<file path="src/sv/dmhc_pkg.sv">
// Shared types, constants and the modulo step of the direct-mapped handle cache.
`default_nettype none

package dmhc_pkg;

    // Cache geometry
    localparam int SLOTS  = 509;
    localparam int SLOT_W = (SLOTS > 1) ? $clog2(SLOTS) : 1;

    // Field widths
    localparam int OP_W    = 3;
    localparam int ID_W    = 64;
    localparam int STAMP_W = 32;
    localparam int PATH_W  = 32;
    localparam int INFO_W  = 64;

    // Hash: (1999*id + 3*stamp + 5) mod 2^64, then mod SLOTS.
    // 1999 = 2^11 - 2^5 - 2^4 - 1, so the product is built from shifts.
    localparam int HASH_W    = 64;
    localparam int MUL_SH_HI = 11;
    localparam int MUL_SH_A  = 5;
    localparam int MUL_SH_B  = 4;
    localparam logic [HASH_W-1:0] HASH_ADD = 64'd5;

    // Modulo reduction walks the hash one byte per cycle, MSB first
    localparam int DIGIT_W    = 8;
    localparam int H_STEPS    = HASH_W / DIGIT_W;
    localparam int STEP_CNT_W = $clog2(H_STEPS);

    typedef enum logic [OP_W-1:0] {
        OP_STORE_PATH = 3'd0,
        OP_STORE_INFO = 3'd1,
        OP_GET_PATH   = 3'd2,
        OP_GET_INFO   = 3'd3,
        OP_INVALIDATE = 3'd4
    } op_t;

    typedef struct packed {
        logic                valid;
        logic                path_valid;
        logic                info_valid;
        logic [ID_W-1:0]     key_id;
        logic [STAMP_W-1:0]  key_stamp;
        logic [PATH_W-1:0]   path;
        logic [INFO_W-1:0]   info;
    } entry_t;

    localparam int ENTRY_W = $bits(entry_t);

    // Controller to datapath
    typedef struct packed {
        logic capture;
        logic hash_a;
        logic hash_b;
        logic reduce;
        logic ram_rd;
        logic commit;
        logic clear_wr;
    } dmhc_cmd_t;

    // Datapath to controller
    typedef struct packed {
        logic is_invalidate;
        logic clear_last;
    } dmhc_status_t;

    // Shift one byte into a running remainder modulo SLOTS, one bit at a time
    function automatic logic [SLOT_W-1:0] mod_digit(input logic [SLOT_W-1:0] rem,
                                                    input logic [DIGIT_W-1:0] digit);
        logic [SLOT_W:0]   t;
        logic [SLOT_W-1:0] r;
        r = rem;
        for (int i = DIGIT_W - 1; i >= 0; i--) begin
            t = {r, digit[i]};
            if (t >= (SLOT_W + 1)'(SLOTS)) begin
                t = t - (SLOT_W + 1)'(SLOTS);
            end
            r = t[SLOT_W-1:0];
        end
        return r;
    endfunction

endpackage

`default_nettype wire

</file>
<file path="src/sv/dmhc_ctrl.sv">
// Controller: sequences capture, hash, reduction, memory access, sweeps and result hand-off.
`default_nettype none

module dmhc_ctrl (
    input  wire logic                   aclk,
    input  wire logic                   aresetn,
    input  wire logic                   s_tvalid,
    output      logic                   s_tready,
    output      logic                   m_tvalid,
    input  wire logic                   m_tready,
    output      dmhc_pkg::dmhc_cmd_t    cmd_o,
    input  wire dmhc_pkg::dmhc_status_t status_i
);

    typedef enum logic [2:0] {
        ST_IDLE,
        ST_HASH_A,
        ST_HASH_B,
        ST_REDUCE,
        ST_READ,
        ST_RESP,
        ST_SWEEP,
        ST_SWEEP_INIT
    } state_t;

    state_t                          state_reg;
    state_t                          state_next;
    logic                            m_tvalid_reg;
    logic                            m_tvalid_next;
    logic [dmhc_pkg::STEP_CNT_W-1:0] step_cnt_reg;
    logic [dmhc_pkg::STEP_CNT_W-1:0] step_cnt_next;
    logic                            out_free;

    assign out_free = !m_tvalid_reg || m_tready;

    // Next state and commands
    always_comb begin
        state_next    = state_reg;
        step_cnt_next = step_cnt_reg;
        cmd_o         = '0;
        unique case (state_reg)
            ST_IDLE: begin
                if (s_tvalid) begin
                    cmd_o.capture = 1'b1;
                    state_next    = ST_HASH_A;
                end
            end
            ST_HASH_A: begin
                if (status_i.is_invalidate) begin
                    state_next = ST_SWEEP;
                end else begin
                    cmd_o.hash_a = 1'b1;
                    state_next   = ST_HASH_B;
                end
            end
            ST_HASH_B: begin
                cmd_o.hash_b  = 1'b1;
                step_cnt_next = '0;
                state_next    = ST_REDUCE;
            end
            ST_REDUCE: begin
                cmd_o.reduce = 1'b1;
                if (step_cnt_reg == dmhc_pkg::STEP_CNT_W'(dmhc_pkg::H_STEPS - 1)) begin
                    state_next = ST_READ;
                end else begin
                    step_cnt_next = step_cnt_reg + 1'b1;
                end
            end
            ST_READ: begin
                cmd_o.ram_rd = 1'b1;
                state_next   = ST_RESP;
            end
            ST_RESP: begin
                // hold the finished request until the result register frees
                if (out_free) begin
                    cmd_o.commit = 1'b1;
                    state_next   = ST_IDLE;
                end
            end
            ST_SWEEP: begin
                cmd_o.clear_wr = 1'b1;
                if (status_i.clear_last) begin
                    state_next = ST_RESP;
                end
            end
            ST_SWEEP_INIT: begin
                cmd_o.clear_wr = 1'b1;
                if (status_i.clear_last) begin
                    state_next = ST_IDLE;
                end
            end
            default: begin
                state_next = ST_IDLE;
            end
        endcase

        priority if (cmd_o.commit) begin
            m_tvalid_next = 1'b1;
        end else if (m_tready) begin
            m_tvalid_next = 1'b0;
        end else begin
            m_tvalid_next = m_tvalid_reg;
        end
    end

    // Hold state and registered outputs
    always_ff @(posedge aclk) begin
        if (!aresetn) begin
            state_reg    <= ST_SWEEP_INIT;
            m_tvalid_reg <= 1'b0;
            step_cnt_reg <= '0;
        end else begin
            state_reg    <= state_next;
            m_tvalid_reg <= m_tvalid_next;
            step_cnt_reg <= step_cnt_next;
        end
    end

    assign s_tready = (state_reg == ST_IDLE);
    assign m_tvalid = m_tvalid_reg;

    // A result appears only after a commit
    a_valid_from_commit: assert property (@(posedge aclk) disable iff (!aresetn)
        $rose(m_tvalid_reg) |-> $past(cmd_o.commit))
        else $error("result valid without a commit");

    // Never overwrite a result still waiting to be taken
    a_commit_when_free: assert property (@(posedge aclk) disable iff (!aresetn)
        cmd_o.commit |-> out_free)
        else $error("commit over a pending result");

    // No request taken while the table is being cleared
    a_no_accept_in_sweep: assert property (@(posedge aclk) disable iff (!aresetn)
        cmd_o.clear_wr |-> (!s_tready && !cmd_o.commit && !cmd_o.ram_rd))
        else $error("request activity during a sweep");

endmodule

`default_nettype wire

</file>
<file path="config.mk">
export PLATFORM = sky130hd
export DESIGN_NAME = dmhc_ctrl
export DESIGN_NICKNAME = d
export VERILOG_FILES = /design/src/sv/dmhc_pkg.sv /design/src/sv/dmhc_ctrl.sv
export SDC_FILE = /design/constraint.sdc
export NUM_CORES = 1
export LEC_CHECK = 0
export BUFFER_PORTS_ARGS = -buffer_cell sky130_fd_sc_hd__buf_4
export CAP_MARGIN = 20
export CELL_PAD_IN_SITES_DETAIL_PLACEMENT = 0
export CELL_PAD_IN_SITES_GLOBAL_PLACEMENT = 1
export CORE_MARGIN = 2
export CORE_UTILIZATION = 33
export DETAILED_ROUTE_END_ITERATION = 10
export PLACE_DENSITY_LB_ADDON = 0.08
export SLEW_MARGIN = 15
export SYNTH_ARGS = -nofsm -noshare
export SYNTH_HDL_FRONTEND = slang
export SYNTH_SLANG_ARGS = --single-unit
</file>
<file path="constraint.sdc">
create_clock -name aclk -period 1.85 [get_ports aclk]
set_input_delay 0.185 -clock aclk [delete_from_list [all_inputs] [get_ports aclk]]
set_output_delay 0.185 -clock aclk [all_outputs]
set_load 0.03 [all_outputs]
</file>
==> impl_metrics.env <==
export IMPL_synth_top_area_share_pct=29.6
export IMPL_fillCellCount=142
export IMPL_end_kind="flip-flop"
export IMPL_reg2reg_slack_ps=230
export IMPL_overflow=0
export IMPL_row_count=13
export IMPL_start_util_pct=36.0
export IMPL_initialDrtViolationCount=2
export IMPL_outcome="completed"
export IMPL_grt_max_degree=12
export IMPL_hold_buffers=0
export IMPL_ys_seq_elements=7
export IMPL_cp_slowest_cell="mux2_1"
export IMPL_max_freq_mhz=618
export IMPL_pwr_share_comb_pct=40.6
export IMPL_top_usage_layer="met2"
export IMPL_path_buf_inv=1
export IMPL_layout_drive_gt1_share_pct=30.7
export IMPL_grt_pass1_wl_um=1550
export IMPL_yosys_warnings=0
export IMPL_worst_path_stages=6
export IMPL_place_gp_congestion=0.704
export IMPL_crit_top_cell="ha_1"
export IMPL_crit_chain="ha_1 > ha_1 > inv_2 > a311oi_1 > a31oi_1 > mux2_1"
export IMPL_clockBufferDepth=2
export IMPL_die_w_um=41.9
export IMPL_clkLatencyLatePin_ps=240
export IMPL_fp_coreArea_sq_um=1320
export IMPL_multiInputGateArea_sq_um=285
export IMPL_cts_tree="yes"
export IMPL_synth_area_leaders="dfxtp_1 30%, a21boi_0 6.3%, nand2_1 5.5%"
export IMPL_cts_made_buffers=3
export IMPL_dieArea_sq_um=1760
export IMPL_cts_repair_resized=0
export IMPL_whs_endpoint="step_cnt_reg[2]"
export IMPL_skew_ps=0.410
export IMPL_grt_util_met3_pct=4.35
export IMPL_grtUsageMet1_pct=14.1
export IMPL_setup_viol=0
export IMPL_dp_hpwl_um=735
export IMPL_syn_area_sq_um=474
export IMPL_seq_area_sq_um=140
export IMPL_syn_nets=68
export IMPL_total_power_w=0.000587
export IMPL_diodes=0
export IMPL_cp_start_kind="flip-flop"
export IMPL_synth_edf_count=0
export IMPL_synthArstFlopShare_pct=0
export IMPL_p_leak_nw=0.273
export IMPL_die_y_um=41.9
export IMPL_cts_setup_buffers=0
export IMPL_wire_per_inst_um=9.97
export IMPL_hp_start="aresetn"
export IMPL_clock_power_share_pct=22.0
export IMPL_cp_arrival_ps=1740
export IMPL_firstDrtPassIters=2
export IMPL_tightest_slew_ps=345
export IMPL_vdd_drop_max_uv=441
export IMPL_p_sw_w=0.000228
export IMPL_final_min_clock_period_ps=1620
export IMPL_finalCritPeriodShare_pct=87.4
export IMPL_final_setup_tns_ps=0
export IMPL_slowest_delay_ps=340
export IMPL_critPathLaunch="step_cnt_reg[0]"
export IMPL_root_buffer="clkbuf_4"
export IMPL_crit_fanout=6
export IMPL_min_path_type="in2reg"
export IMPL_rsz0062_at_grt="no"
export IMPL_max_cap_viol_count=0
export IMPL_regToRegEndpoint="state_reg[0]"
export IMPL_whs_ps=241
export IMPL_hold_viol=0
export IMPL_crit_required_ps=1980
export IMPL_yosysUniqueCellTypes=30
export IMPL_synth_area_leader_cell="dfxtp_1"
export IMPL_place_ws_ps=214
export IMPL_hold_depth=2
export IMPL_nNetsFinal=84
export IMPL_grt_pass1_vias=392
export IMPL_sw_frac_of_total_pct=38.9
export IMPL_antenna_found_initial=0
export IMPL_numPortBuffers=14
export IMPL_clock_sinks=7
export IMPL_synth_seq_area_share_pct=29.6
export IMPL_p_seq_share_pct=37.3
export IMPL_ant_nets=0
export IMPL_clkTransAtPathRegs_ps=50
export IMPL_htreeDepth=1
export IMPL_power_density_nw_per_um2=988
export IMPL_vias=441
export IMPL_fin_ws_ps=232
export IMPL_pin_count=15
export IMPL_area_growth_pct=25.3
export IMPL_gr_usage_all_layers_pct=11.5
export IMPL_synth_flop_cell="dfxtp_1"
export IMPL_routed_via_density=4.90
export IMPL_r2r_start="step_cnt_reg[0]"
export IMPL_grt_util_met2_pct=18.1
export IMPL_drc=0
export IMPL_cp_top_family="adder cells"
export IMPL_relSlewSlack_pct=77.0
export IMPL_reg2reg_depth=6
export IMPL_avgSynthCellArea_sq_um=7.90
export IMPL_crit_type="reg2reg"
export IMPL_drv_slew=0
export IMPL_finalWirelength_um=897
export IMPL_p_int_w=0.000359
export IMPL_syn_inst=60
## layer usage
metal / wire length (um) / part of all wire [%] / vias to the layer above
met1: 428 / 48 / 191
met4: 0 / 0 / 0
met3: 50 / 5.6 / 0
met2: 419 / 47 / 10
li1: - / - / 240
met5: 0 / 0 / -
## power groups by stage
stage               registers, W  clock network (W)  logic, W
floorplan               0.000200                  0  0.000205
global placement        0.000225                  0  0.000244
detailed placement      0.000222                  0  0.000241
CTS                     0.000219           0.000137  0.000242
global route            0.000226           0.000146  0.000262
finish                  0.000219           0.000129  0.000239
## worst register-to-register path: stages (launching register included)
cell and delay [ps]:
dfxtp_1 330, ha_1 200, ha_1 240, inv_2 80, a311oi_1 80, a31oi_1 240
mux2_1 340
## final cells by class
type | instances | share of cell area [%]
multi-input combinational | 46 | 48.0
sequential | 7 | 23.6
timing repair buffer | 15 | 18.9
clock buffer | 4 | 4.42
tap | 15 | 3.16
inverter | 3 | 1.89
## per-stage QoR
| stage | instances | instance area, sq um | util (%) |
|---|---|---|---|
| floorplan | 60 | 474 | - |
| global placement | 86 | 568 | 43.1 |
| detailed placement | 86 | 568 | 43.1 |
| CTS | 90 | 594 | 45.1 |
| global route | 90 | 594 | 45.1 |
| finish | 90 | 594 | 45.1 |
## cells in the final DEF (no fill, tap or decap), types with 2 or more instances in the layout
cell type  count
nor3_1         2
and2_1         3
nor2_1         6
dfxtp_1        7
nand2_1        7
buf_4         15
nand2b_1       3
ha_1           2
a21boi_0       4
clkbuf_4       3
o21ai_0        4
inv_1          2
## Yosys cell counts, drive strengths merged (2+ instances only)
master,count
ha,2
nor2,6
inv,3
and2,4
dfxtp,7
nor3,3
a21boi,4
and2b,2
nand2b,3
o21ai,4
buf,3
nand2,7
## how the worst max path moves through the flow
stage	to	slack (ps)
final	state_reg[0]	230
after floorplan	cmd_o[6]	80
after global routing	state_reg[0]	60
after CTS	state_reg[0]	210
after global placement	state_reg[0]	270
after detailed placement	state_reg[0]	210
## cell families after synthesis
family,share of synthesized area (%)
AO/OA/AOI/OAI,19.8
adder cells (fa/ha/maj),5.28
buffers and inverters,10.3
flip-flops,29.6
multiplexers,2.37
AND/OR/NAND/NOR,32.7
(Power assumes the default switching activity.)
